File: src/hw/rtl/necdec_pkg.sv
// Shared types, constants and register indexes of the NEC IR frame decoder.
`timescale 1ns / 1ps
`default_nettype none

package necdec_pkg;

  // Field widths of the channels and the configuration port.
  localparam int unsigned DUR_W      = 16;
  localparam int unsigned CODE_W     = 32;
  localparam int unsigned STATUS_W   = 2;
  localparam int unsigned CFG_IDX_W  = 3;
  localparam int unsigned CFG_DATA_W = 32;

  // Frame lengths in intervals, header mark included.
  localparam int unsigned FULL_FRAME_EDGES_DEF = 67;
  localparam int unsigned REPEAT_FRAME_EDGES   = 3;

  // Code and mask constants.
  localparam logic [CODE_W-1:0] FIRST_BIT_MASK = 32'h8000_0000;
  localparam logic [CODE_W-1:0] REPEAT_CODE    = 32'hFFFF_FFFF;

  // Result status codes.
  typedef enum logic [STATUS_W-1:0] {
    ST_FULL   = 2'd0,
    ST_REPEAT = 2'd1,
    ST_FAIL   = 2'd2
  } frame_status_t;

  // Configuration register indexes.
  typedef enum logic [CFG_IDX_W-1:0] {
    CFG_HEADER_WIN      = 3'd0,
    CFG_REPEAT_SPACE_WIN = 3'd1,
    CFG_FULL_SPACE_WIN  = 3'd2,
    CFG_BURST_WIN       = 3'd3,
    CFG_SHORT_SPACE_WIN = 3'd4,
    CFG_LONG_SPACE_WIN  = 3'd5
  } cfg_index_t;

  // Reset values of the timing windows (max in upper half, min in lower half).
  localparam logic [CFG_DATA_W-1:0] HEADER_WIN_RST       = 32'd655368000;
  localparam logic [CFG_DATA_W-1:0] REPEAT_SPACE_WIN_RST = 32'd176949000;
  localparam logic [CFG_DATA_W-1:0] FULL_SPACE_WIN_RST   = 32'd327684000;
  localparam logic [CFG_DATA_W-1:0] BURST_WIN_RST        = 32'd49152400;
  localparam logic [CFG_DATA_W-1:0] SHORT_SPACE_WIN_RST  = 32'd49152400;
  localparam logic [CFG_DATA_W-1:0] LONG_SPACE_WIN_RST   = 32'd131073400;

  // All six timing windows as one bundle.
  typedef struct packed {
    logic [CFG_DATA_W-1:0] header;
    logic [CFG_DATA_W-1:0] repeat_space;
    logic [CFG_DATA_W-1:0] full_space;
    logic [CFG_DATA_W-1:0] burst;
    logic [CFG_DATA_W-1:0] short_space;
    logic [CFG_DATA_W-1:0] long_space;
  } win_set_t;

  // Which windows hold the current duration.
  typedef struct packed {
    logic header;
    logic repeat_space;
    logic full_space;
    logic burst;
    logic short_space;
    logic long_space;
  } win_hits_t;

endpackage

`default_nettype wire

File: src/hw/rtl/necdec_if.sv
// Valid/ready channel interfaces for interval input and decoded frame results.
`timescale 1ns / 1ps
`default_nettype none

interface necdec_in_if
  import necdec_pkg::*;
();
  logic             valid;
  logic             ready;
  logic [DUR_W-1:0] duration_us;
  logic             frame_start;

  modport source (output valid, output duration_us, output frame_start, input ready);
  modport sink   (input valid, input duration_us, input frame_start, output ready);
endinterface

interface necdec_out_if
  import necdec_pkg::*;
();
  logic                valid;
  logic                ready;
  logic [CODE_W-1:0]   code_word;
  logic [STATUS_W-1:0] frame_status;

  modport source (output valid, output code_word, output frame_status, input ready);
  modport sink   (input valid, input code_word, input frame_status, output ready);
endinterface

`default_nettype wire

File: src/hw/rtl/nec_ir_frame_decoder_top.sv
// Top level of the NEC IR frame decoder: config registers, frame tracking, result register.
// Usage:
//   The in_ch channel carries one measured interval per transaction: duration_us
//   (microseconds, saturated at 65535) and frame_start, set on the header mark.
//   The out_ch channel carries at most one result per input transaction:
//   code_word and frame_status (full code, repeat frame or timing failure).
//   Timing windows are written through cfg_we/cfg_index/cfg_wdata while the
//   block is idle; writes take effect at the next clock edge.
// Data path and throughput:
//   An accepted interval is held in the input register, then the window
//   compares and the frame state update run combinationally into the result
//   register, and out_ch.valid rises once that register loads the result for
//   the last interval of a frame. One interval per cycle is accepted while
//   out_ch does not stall.
// Reset and stall:
//   Reset (rst_n low, synchronous) restores the default windows and drops any
//   partial frame. If out_ch stalls, the result register holds; the input
//   register still takes one more interval, then in_ch.ready goes low until
//   the result is taken.
`timescale 1ns / 1ps
`default_nettype none

module nec_ir_frame_decoder_top
  import necdec_pkg::*;
#(
  parameter int unsigned FULL_FRAME_EDGES = FULL_FRAME_EDGES_DEF
) (
  input  wire logic                  clk,
  input  wire logic                  rst_n,
  necdec_in_if.sink                  in_ch,
  necdec_out_if.source               out_ch,
  input  wire logic                  cfg_we,
  input  wire logic [CFG_IDX_W-1:0]  cfg_index,
  input  wire logic [CFG_DATA_W-1:0] cfg_wdata
);

  localparam int unsigned POS_W = $clog2(FULL_FRAME_EDGES);
  localparam logic [POS_W-1:0] LAST_FULL_POS   = POS_W'(FULL_FRAME_EDGES - 1);
  localparam logic [POS_W-1:0] LAST_REPEAT_POS = POS_W'(REPEAT_FRAME_EDGES - 1);
  localparam logic [POS_W-1:0] POS_ONE         = POS_W'(1);
  localparam logic [POS_W-1:0] POS_TWO         = POS_W'(2);
  localparam logic [POS_W-1:0] POS_THREE       = POS_W'(3);

  win_set_t            win_r;
  logic                s1_valid_r;
  logic [DUR_W-1:0]    s1_dur_r;
  logic                s1_start_r;
  logic [POS_W-1:0]    pos_r, pos_nxt;
  logic                rpt_r, rpt_nxt;
  logic                active_r, active_nxt;
  logic [CODE_W-1:0]   shift_r, shift_nxt;
  logic                out_valid_r;
  logic [CODE_W-1:0]   out_code_r;
  frame_status_t       out_status_r;
  logic                emit;
  logic [CODE_W-1:0]   emit_code;
  frame_status_t       emit_status;
  logic [POS_W-1:0]    bit_idx;
  win_hits_t           hits;
  logic                out_free;
  logic                s1_adv;

  // Configuration register writes.
  always_ff @(posedge clk) begin
    if (!rst_n) begin
      win_r.header       <= HEADER_WIN_RST;
      win_r.repeat_space <= REPEAT_SPACE_WIN_RST;
      win_r.full_space   <= FULL_SPACE_WIN_RST;
      win_r.burst        <= BURST_WIN_RST;
      win_r.short_space  <= SHORT_SPACE_WIN_RST;
      win_r.long_space   <= LONG_SPACE_WIN_RST;
    end else if (cfg_we) begin
      case (cfg_index)
        CFG_HEADER_WIN:       win_r.header       <= cfg_wdata;
        CFG_REPEAT_SPACE_WIN: win_r.repeat_space <= cfg_wdata;
        CFG_FULL_SPACE_WIN:   win_r.full_space   <= cfg_wdata;
        CFG_BURST_WIN:        win_r.burst        <= cfg_wdata;
        CFG_SHORT_SPACE_WIN:  win_r.short_space  <= cfg_wdata;
        CFG_LONG_SPACE_WIN:   win_r.long_space   <= cfg_wdata;
        default: ;
      endcase
    end
  end

  // Handshake: the input register advances whenever the result register can load.
  assign out_free    = !out_valid_r || out_ch.ready;
  assign s1_adv      = s1_valid_r && out_free;
  assign in_ch.ready = !s1_valid_r || out_free;

  // Input register.
  always_ff @(posedge clk) begin
    if (!rst_n) begin
      s1_valid_r <= 1'b0;
    end else if (in_ch.ready) begin
      s1_valid_r <= in_ch.valid;
    end
  end

  always_ff @(posedge clk) begin
    if (in_ch.valid && in_ch.ready) begin
      s1_dur_r   <= in_ch.duration_us;
      s1_start_r <= in_ch.frame_start;
    end
  end

  // Window compares on the registered interval.
  necdec_win_match u_win_match (
    .duration (s1_dur_r),
    .windows  (win_r),
    .hits     (hits)
  );

  // Space at odd position p carries code bit (p - 3) / 2, first bit in bit 31.
  assign bit_idx = (pos_r - POS_THREE) >> 1;

  // Frame tracking step for one interval.
  always_comb begin
    pos_nxt     = pos_r;
    rpt_nxt     = rpt_r;
    active_nxt  = active_r;
    shift_nxt   = shift_r;
    emit        = 1'b0;
    emit_code   = '0;
    emit_status = ST_FAIL;
    if (s1_start_r) begin
      // Header mark: restart the frame.
      shift_nxt = '0;
      rpt_nxt   = 1'b0;
      if (hits.header) begin
        active_nxt = 1'b1;
        pos_nxt    = POS_ONE;
      end else begin
        emit = 1'b1;
      end
    end else if (active_r) begin
      if (pos_r == POS_ONE) begin
        // Header space picks the frame kind; repeat wins on overlap.
        if (hits.repeat_space) begin
          rpt_nxt = 1'b1;
          pos_nxt = POS_TWO;
        end else if (hits.full_space) begin
          rpt_nxt = 1'b0;
          pos_nxt = POS_TWO;
        end else begin
          emit = 1'b1;
        end
      end else if (rpt_r) begin
        if (!hits.burst) begin
          emit = 1'b1;
        end else if (pos_r >= LAST_REPEAT_POS) begin
          emit        = 1'b1;
          emit_code   = REPEAT_CODE;
          emit_status = ST_REPEAT;
        end else begin
          pos_nxt = pos_r + POS_ONE;
        end
      end else if (pos_r >= LAST_FULL_POS) begin
        // Final burst closes a full frame.
        emit = 1'b1;
        if (hits.burst) begin
          emit_code   = shift_r;
          emit_status = ST_FULL;
        end
      end else if (!pos_r[0]) begin
        if (hits.burst) begin
          pos_nxt = pos_r + POS_ONE;
        end else begin
          emit = 1'b1;
        end
      end else begin
        // Bit space: short is zero, long is one.
        if (hits.short_space) begin
          pos_nxt = pos_r + POS_ONE;
        end else if (hits.long_space) begin
          shift_nxt = shift_r | (FIRST_BIT_MASK >> 32'(bit_idx));
          pos_nxt   = pos_r + POS_ONE;
        end else begin
          emit = 1'b1;
        end
      end
    end
    if (emit) begin
      active_nxt = 1'b0;
      pos_nxt    = '0;
    end
  end

  // Frame state registers.
  always_ff @(posedge clk) begin
    if (!rst_n) begin
      pos_r    <= '0;
      rpt_r    <= 1'b0;
      active_r <= 1'b0;
      shift_r  <= '0;
    end else if (s1_adv) begin
      pos_r    <= pos_nxt;
      rpt_r    <= rpt_nxt;
      active_r <= active_nxt;
      shift_r  <= shift_nxt;
    end
  end

  // Result register.
  always_ff @(posedge clk) begin
    if (!rst_n) begin
      out_valid_r <= 1'b0;
    end else if (out_free) begin
      out_valid_r <= s1_adv && emit;
    end
  end

  always_ff @(posedge clk) begin
    if (s1_adv && emit) begin
      out_code_r   <= emit_code;
      out_status_r <= emit_status;
    end
  end

  assign out_ch.valid        = out_valid_r;
  assign out_ch.code_word    = out_code_r;
  assign out_ch.frame_status = out_status_r;

  // A failure result carries a zero code.
  a_fail_zero: assert property (@(posedge clk) disable iff (!rst_n)
    (out_valid_r && out_status_r == ST_FAIL) |-> (out_code_r == '0))
    else $error("failure result with nonzero code");

  // A repeat result carries all ones.
  a_repeat_ones: assert property (@(posedge clk) disable iff (!rst_n)
    (out_valid_r && out_status_r == ST_REPEAT) |-> (out_code_r == REPEAT_CODE))
    else $error("repeat result without all-ones code");

  // Any result closes the frame.
  a_emit_closes: assert property (@(posedge clk) disable iff (!rst_n)
    (s1_adv && emit) |=> (!active_r && pos_r == '0))
    else $error("frame still active after a result");

  // An idle tracker sits at position zero.
  a_idle_pos: assert property (@(posedge clk) disable iff (!rst_n)
    !active_r |-> (pos_r == '0))
    else $error("idle tracker with nonzero position");

  // Position never passes the last interval of a full frame.
  a_pos_range: assert property (@(posedge clk) disable iff (!rst_n)
    pos_r <= LAST_FULL_POS)
    else $error("frame position out of range");

endmodule

`default_nettype wire

File: src/hw/rtl/necdec_win_match.sv
// Window compare unit: checks one duration against all six timing windows.
`timescale 1ns / 1ps
`default_nettype none

module necdec_win_match
  import necdec_pkg::*;
(
  input  wire logic [DUR_W-1:0] duration,
  input  wire win_set_t         windows,
  output win_hits_t             hits
);

  // A duration is inside when min (low half) <= d <= max (high half).
  function automatic logic in_win(input logic [CFG_DATA_W-1:0] win,
                                  input logic [DUR_W-1:0] d);
    logic [DUR_W-1:0] lo;
    logic [DUR_W-1:0] hi;
    lo = win[DUR_W-1:0];
    hi = win[CFG_DATA_W-1:DUR_W];
    return (d >= lo) && (d <= hi);
  endfunction

  // Six independent compare pairs.
  always_comb begin
    hits.header       = in_win(windows.header, duration);
    hits.repeat_space = in_win(windows.repeat_space, duration);
    hits.full_space   = in_win(windows.full_space, duration);
    hits.burst        = in_win(windows.burst, duration);
    hits.short_space  = in_win(windows.short_space, duration);
    hits.long_space   = in_win(windows.long_space, duration);
  end

endmodule

`default_nettype wire
File: src/flat_wrapper.sv
// flat-port wrapper written by rule: the top's interface ports become plain ports
module nec_ir_frame_decoder_top_flat import necdec_pkg::*;
#(
  parameter int unsigned FULL_FRAME_EDGES = FULL_FRAME_EDGES_DEF
)
  (clk, rst_n, cfg_we, cfg_index, cfg_wdata, in_ch_valid, in_ch_duration_us, in_ch_frame_start, in_ch_ready, out_ch_valid, out_ch_code_word, out_ch_frame_status, out_ch_ready);
  necdec_in_if in_ch_i ();
  necdec_out_if out_ch_i ();
  input  wire logic clk;
  input  wire logic rst_n;
  input  wire logic cfg_we;
  input  wire logic [CFG_IDX_W-1:0] cfg_index;
  input  wire logic [CFG_DATA_W-1:0] cfg_wdata;
  input wire logic [$bits(in_ch_i.valid)-1:0] in_ch_valid;
  input wire logic [$bits(in_ch_i.duration_us)-1:0] in_ch_duration_us;
  input wire logic [$bits(in_ch_i.frame_start)-1:0] in_ch_frame_start;
  output wire logic [$bits(in_ch_i.ready)-1:0] in_ch_ready;
  output wire logic [$bits(out_ch_i.valid)-1:0] out_ch_valid;
  output wire logic [$bits(out_ch_i.code_word)-1:0] out_ch_code_word;
  output wire logic [$bits(out_ch_i.frame_status)-1:0] out_ch_frame_status;
  input wire logic [$bits(out_ch_i.ready)-1:0] out_ch_ready;
  assign in_ch_i.valid = in_ch_valid;
  assign in_ch_i.duration_us = in_ch_duration_us;
  assign in_ch_i.frame_start = in_ch_frame_start;
  assign in_ch_ready = in_ch_i.ready;
  assign out_ch_valid = out_ch_i.valid;
  assign out_ch_code_word = out_ch_i.code_word;
  assign out_ch_frame_status = out_ch_i.frame_status;
  assign out_ch_i.ready = out_ch_ready;
  nec_ir_frame_decoder_top #(.FULL_FRAME_EDGES(FULL_FRAME_EDGES)) u_core (.clk(clk), .rst_n(rst_n), .in_ch(in_ch_i), .out_ch(out_ch_i), .cfg_we(cfg_we), .cfg_index(cfg_index), .cfg_wdata(cfg_wdata));
endmodule
File: config.mk
export PLATFORM = sky130hd
export DESIGN_NAME = nec_ir_frame_decoder_top_flat
export DESIGN_NICKNAME = d
export VERILOG_FILES = /design/src/hw/rtl/necdec_pkg.sv /design/src/hw/rtl/necdec_if.sv /design/src/hw/rtl/nec_ir_frame_decoder_top.sv /design/src/hw/rtl/necdec_win_match.sv /design/src/flat_wrapper.sv
export SDC_FILE = /design/constraint.sdc
export NUM_CORES = 1
export LEC_CHECK = 0
export BUFFER_PORTS_ARGS = -buffer_cell sky130_fd_sc_hd__buf_4
export CAP_MARGIN = 20
export CORE_ASPECT_RATIO = 1.2
export CORE_MARGIN = 3
export CORE_UTILIZATION = 55
export CTS_BUF_LIST = sky130_fd_sc_hd__clkbuf_4
export CTS_CLUSTER_SIZE = 28
export DETAILED_ROUTE_END_ITERATION = 10
export GPL_TIMING_DRIVEN = 0
export PLACE_DENSITY = 0.82
export SETUP_SLACK_MARGIN = 0.4
export SYNTH_ARGS = -nofsm -noshare
export SYNTH_HDL_FRONTEND = slang
export SYNTH_SLANG_ARGS = --single-unit
File: constraint.sdc
create_clock -name clk -period 5.9 [get_ports clk]
set_input_delay 0.59 -clock clk [delete_from_list [all_inputs] [get_ports clk]]
set_output_delay 0.59 -clock clk [all_outputs]
set_load 0.01 [all_outputs]
**Yosys cells after proc, flatten, opt, wreduce, memory -nomap -nowiden**

Cells that the tools add are included.

- Add/sub/neg operators: 2
- Magnitude comparators: 14
- Equality and inequality tests: 16
- Shifts and indexed selects: 1
- Muxes and demuxes: 55
- Bitwise gates (word level): 2
- Reductions and logical operators: 35

Operator list:

| kind | number |
|---|---|
| $mux 32 | 13 |
| $mux 7 | 15 |
| $ge 16x16->1 | 6 |
| $le 16x16->1 | 6 |
| $or 32x32->32 | 1 |
| $shr 32x6->32 const A | 1 |
| $mux 1 | 22 |
| $reduce_and 2->1 | 6 |
| $reduce_bool 2->1 | 6 |
| $mux 2 | 5 |
| $ne 5x1->1 const B | 2 |
| $ne 5x4->1 const B | 2 |
| $logic_and 1x1->1 | 9 |
| $reduce_and 9->1 | 1 |
| $ne 2x1->1 const B | 4 |
| $reduce_and 8->1 | 1 |
| $add 7x1->7 const B | 1 |
| $eq 7x1->1 const B | 1 |
| $ge 7x2->1 const B | 1 |
| $ge 7x7->1 const B | 1 |
| $ne 7x6->1 const B | 1 |
| $reduce_and 7->1 | 1 |
| $sub 7x2->7 const B | 1 |
| $eq 3x2->1 const B | 2 |
| other kinds (12) | 16 |

- Flip-flop bits (word level): 286
- Input port bits: 57
- Output and inout bits: 36
- Word-level logic and storage cells: 142

**Depth between registers and ports, before layout**

- Word-level depth: 12
- Depth in mapped cells: 14
- Gate-level depth less buffers: 12

**By module**

Synthesis repeated with hierarchy kept, for this count alone.

- Cells, all modules: 1844
- Area, all modules: 15264.6 um^2

By module, submodules not included:

| module | instances | cells each | area an instance (um^2) | seq. area each (um^2) |
|---|---|---|---|---|
| nec_ir_frame_decoder_top | 1 | 1193 | 10528.8 | 6236.0 |
| necdec_win_match | 1 | 651 | 4735.8 | 0.0 |

**Worst setup path after synthesis**

OpenSTA, ideal clock, no wires.

- Path type: register to register
- Start point: reg u_core.s1_dur_r[2]
- End point: reg u_core.out_code_r[0] (netlist: u_core.out_ch.code_word[0]) (enable)
- Setup time: 0.470 ns
- Arrival: 4.549 ns
- Data required time: 5.430 ns
- Path slack: 0.881 ns
- Stages on the path, launching flop included: 10
- Path buffers: 0
- Period minus slack after synthesis: 5.019 ns
- Path through: edfxtp_1 > ha_1 > a211o_1 > a31oi_1 > o221ai_1 > a21oi_1 > nor3_4 > o2111ai_1 > nand3_1 > nor3_1

- Longest elaborated chain between the ends: 11
- Elaborated cells between the ends (all ways): 32
- Classes of those cells: order compare: 12; mux: 13; reduce/logical: 7

RTL lines:

| item | line | source |
|---|---|---|
| start: declaration | nec_ir_frame_decoder_top.sv:46 | `logic [DUR_W-1:0] s1_dur_r;` |
| start signal: assignment | nec_ir_frame_decoder_top.sv:101 | `s1_dur_r <= in_ch.duration_us;` |
| $ge 16x16->1 / $le 16x16->1 (equally long branches) | necdec_win_match.sv:20 | `return (d >= lo) && (d <= hi);` |
| $logic_and 1x1->1 | necdec_win_match.sv:20 |  |
| $mux 1 | nec_ir_frame_decoder_top.sv:174 | `end else if (hits.long_space) begin` |
| $mux 1 | nec_ir_frame_decoder_top.sv:172 | `if (hits.short_space) begin` |
| $mux 1 | nec_ir_frame_decoder_top.sv:164 | `end else if (!pos_r[0]) begin` |
| $mux 1 | nec_ir_frame_decoder_top.sv:157 | `end else if (pos_r >= LAST_FULL_POS) begin` |
| $mux 1 | nec_ir_frame_decoder_top.sv:147 | `end else if (rpt_r) begin` |
| $mux 1 | nec_ir_frame_decoder_top.sv:136 | `if (pos_r == POS_ONE) begin` |
| $mux 1 | nec_ir_frame_decoder_top.sv:135 | `end else if (active_r) begin` |
| $mux 1 (*) | nec_ir_frame_decoder_top.sv:125 | `if (s1_start_r) begin` |
| $logic_and 1x1->1 (*) | nec_ir_frame_decoder_top.sv:213 | `if (s1_adv && emit) begin` |
| end signal: assignment | nec_ir_frame_decoder_top.sv:214 | `out_code_r <= emit_code;` |
| end: declaration | nec_ir_frame_decoder_top.sv:53 | `logic [CODE_W-1:0] out_code_r;` |

Mark *: on every way between the ends. The rest lies on a longest branch, timed or not.
A chain may end at the register's enable or synchronous reset.

**Worst setup path in the final report**

- Start point: reg u_core.s1_dur_r[0]
- End point: reg u_core.out_code_r[16] (netlist: u_core.out_ch.code_word[16]) (enable)

The elaborated chain is that of the path after synthesis.

==> out/results.md <==
| Stage | Quantity | Value |
|:---|:---|:---|
| synth | Gate count after technology mapping | 1768 |
| clock tree | CTS clock-pin slew for the worst setup and hold paths | 0.07 ns |
| worst setup path | Reg2Reg Capture Point | u_core.out_ch.code_word[16] |
| clock tree | Buffers inserted during post-CTS setup optimization | 0 |
| worst setup path | Register-to-Register Path Depth | 12 |
| routing | Detail Route Antenna Nets | 0 |
| worst setup path | CP startpoint | u_core.s1_dur_r[0] |
| place | Number of port buffers | 92 |
| global routing | Via count of the first global-routing pass | 13529 |
| sta | Final critical delay including setup and external delays | 4.41 ns |
| worst setup path | Highest net fanout along the worst path | 15 |
| floorplan | Die width | 159 um |
| place | Final HPWL from detailed placement | 31200 um |
| finish | Fraction of final layout cells with drive strength greater than 1 | 11.9% |
| routing | Sum of met3 wire segment lengths after detailed routing | 4270 um |
| sta | Highest achievable clock rate | 227 MHz |
| synth | Most frequent cells after synthesis | sky130_fd_sc_hd__nand2_1, sky130_fd_sc_hd__dfxtp_1, sky130_fd_sc_hd__ha_1 |
| sta | Final worst hold slack | 0.0769 ns |
| finish | Final net count | 2190 |
| worst setup path | Worst path arrival time | 4.80 ns |
| worst setup path | Setup slack on the worst flop-to-flop path | 1.49 ns |
| routing | Total wire length after detailed routing | 46000 um |
| clock tree | Number of buffers created by CTS | 73 |
| floorplan | Die area | 30200 sq um |
| floorplan | Initial core utilization | 56.5% |
| synth | Post-synthesis sequential area ratio | 40.3% |
| synth | Synth top area share | 30.4% |
| sta | Least-Margin Pin Slew | 1.16 ns |
| finish | End-of-flow core utilization | 64.2% |
| sta | Final setup violation count | 0 |
| global routing | Maximum number of pins on one net before global-route repair | 18 |
| clock tree | Hold buffer count at CTS | 0 |
| global routing | GRT overflow | 0 |
| routing | Highest routed metal layer | met4 |
| routing | Mean routed wirelength per cell | 19.4 um |
| synth | Cells taking the most area after synthesis | sky130_fd_sc_hd__dfxtp_1, sky130_fd_sc_hd__ha_1, sky130_fd_sc_hd__edfxtp_1 |
| worst setup path | Worst endpoint required time | 6.29 ns |
| synth | Most common cell in the netlist | sky130_fd_sc_hd__nand2_1 |
| sta | Setup TNS after final layout | 0 ns |
| synth | Number of distinct library cell variants in the gate-level netlist after synthesis | 73 |
| sta | Max-slew violation total from the final report | 0 |
| routing | Met2 WL | 20700 um |
| sta | Number of hold-slack violations in the final timing report | 0 |
| floorplan | Top-level port count | 93 |
| routing | DRT iter0 DRCs | 999 |
| power | Static leakage | 7.20 nW |
| power | Cell area power density | 242 nW/um^2 |
| synth | Cell type with the highest aggregate area in the netlist | sky130_fd_sc_hd__dfxtp_1 |
| sta | Clock Skews | 0.0546 ns |
| clock tree | Latest clock arrival within the worst-skew pair | 0.72 ns |
| global routing | Number of antenna violations at the first check in global routing | 1 |
| worst setup path | Reg2reg start | u_core.s1_dur_r[0] |
| routing | Post-route DRC | 0 |
| synth | Total standard cell area after synthesis | 15500 sq um |
| hold path | Endpoint, Worst Hold | u_core.s1_dur_r[12] |
| synth | Ys async rst share | 0% |
| global routing | Wire length of the first global-routing pass | 70700 um |
| power | Peak ir drop on the vdd network | 219 uV |
| hold path | Worst hold path type | input pin to flip-flop |
| worst setup path | Startpoint kind of the worst setup timing path | flip-flop |
| floorplan | Core ar. | 27400 sq um |
| clock tree | CTS tree | done |
| synth | Flip-flop and latch count after synthesis | 286 |
| synth | Average footprint of a synthesized cell | 8.76 sq um |
| run | Number of max-capacitance violations reported | 0 |
| finish | Layout overhead on the synthesized area | 13.6% |
| clock tree | CTS root buffer | sky130_fd_sc_hd__clkbuf_4 |
| hold path | Startpoint of the lowest-slack hold path | in_ch_duration_us[12] |
| outcome | Outcome | complete, no violations |
| worst setup path | Crit Path Category | flip-flop to flip-flop |
| floorplan | Die Span Y | 190 um |
| clock tree | H-tree levels | 3 |
| sta | Fin crit share | 74.8% |
| global routing | Global-route usage over all layers | 29.9% |
| synth | Count of warnings emitted by yosys | 0 |
| hold path | Cells on Worst Hold Path | 1 |
| clock tree | CTS max path bufs | 3 |
| sta | Setup repair after global routing missed its margin | no |
| worst setup path | Category of the worst setup path capture point | flip-flop |
| synth | Main synth FF type | sky130_fd_sc_hd__dfxtp_1 |
| routing | Met1 Wirelength | 17300 um |
| floorplan | Floorplan row count | 66 |
| routing | Via Count | 13830 |
| place | Final Wtd Congestion | 0.935 |
| sta | Tightest slew margin relative to the limit | 22.7% |
| clock tree | Clock sink count | 286 |
| clock tree | Resize count post-CTS | 0 |
| synth | Mapped Nets | 2020 |
| routing | Detail-routed via count per cell | 5.84 |
| routing | 1st-pass router iterations | 5 |
| synth | Number of enable flip-flop cells after synthesis | 51 |
==> through the flow <==
step                      instances  power (mW)  instance area (sq um)  setup slack (ns)
after floorplan                1768        2.38                  15500             0.881
after CTS                      2365        4.27                  17600              1.57
final                          2368        4.26                  17600              1.49
after detailed placement       2237        2.59                  16700              1.59
after global routing           2366        4.43                  17600              1.30
after global placement         2234        2.57                  16600            -0.438
==> state kept, by name, indices dropped and copies added (netlist names), 2 cells and up <==
register	cells
u_core.shift_r	32
u_core.pos_r	7
u_core.s1_dur_r	16
u_core.out_ch.frame_status	2
u_core.out_ch.code_word	32
u_core.win_r	192
==> cells in the final DEF, fill, tap and decap left out, drive strengths merged, types with 23 or more instances in the layout <==
| cell | synthesis | final |
|---|---|---|
| nand3 | 25 | 25 |
| o21ai | 30 | 30 |
| o21a | 39 | 39 |
| nand2 | 376 | 376 |
| nor2 | 48 | 48 |
| o211ai | 71 | 71 |
| dfxtp | 235 | 235 |
| inv | 197 | 201 |
| clkbuf | 70 | 176 |
| a32o | 23 | 23 |
| edfxtp | 51 | 51 |
| ha | 195 | 195 |
| a21oi | 65 | 65 |
| a21boi | 133 | 133 |
| nand4 | 33 | 33 |
| buf | 13 | 108 |
==> cells by family (layout without fill, tap and decap cells) <==
group                      after synthesis  after routing  synth area share, %
AOI/OAI and AO/OA                      448            448                 20.7
xor gates and xnor gates                 4              4                0.226
adders and majority gates              195            195                 15.8
buffers and inverters                  283            506                 7.42
DFF                                    286            286                 40.3
other                                    0              3                    0
and+or+nand+nor                        552            552                 15.6
==> worst max-delay path, cell delays in order, from the launching register on <==
cell	delay (ns)
sky130_fd_sc_hd__edfxtp_1	0.36
sky130_fd_sc_hd__inv_1	0.61
sky130_fd_sc_hd__ha_1	0.37
sky130_fd_sc_hd__or3b_1	0.38
sky130_fd_sc_hd__o2111ai_1	0.12
sky130_fd_sc_hd__a31oi_1	0.12
sky130_fd_sc_hd__o21ai_0	0.18
sky130_fd_sc_hd__a22oi_1	0.25
sky130_fd_sc_hd__o31ai_1	0.33
sky130_fd_sc_hd__nand3_1	0.21
sky130_fd_sc_hd__nor3_2	0.74
sky130_fd_sc_hd__buf_6	0.25
sky130_fd_sc_hd__buf_6	0.18
==> where the power goes <==
group	internal (mW)	switching (mW)
Sequential	2.03	0.0660
Clock	0.871	0.829
Combinational	0.181	0.285
==> final cells by class <==
class | instances | area (sq um)
sequential | 286 | 6240
fill | 2305 | 9820
inverter | 197 | 739
buffer | 86 | 409
tap | 374 | 468
clock inverter | 22 | 118
timing repair buffer | 95 | 718
antenna | 3 | 7.51
clock buffer | 106 | 796
multi-input combinational | 1199 | 8100
==> worst max-delay path by stage <==
stage | end | slack, ns
2_1_floorplan | u_core.out_ch.code_word[0] | 0.88
3_3_place_gp | u_core.out_ch.code_word[24] | -0.44
3_5_place_dp | u_core.out_ch.code_word[25] | 1.59
4_1_cts | u_core.out_ch.code_word[16] | 1.57
5_1_grt | u_core.out_ch.code_word[16] | 1.30
6_report | u_core.out_ch.code_word[16] | 1.49
==> routing by layer <==
| metal | track usage (%) | vias up |
|---|---|---|
| met5 | 0 | - |
| met2 | 49.6 | 680 |
| met4 | 21.5 | 0 |
| met1 | 34.3 | 6386 |
| met3 | 6.58 | 220 |
| li1 | - | 6544 |
(Power assumes the default switching activity.)
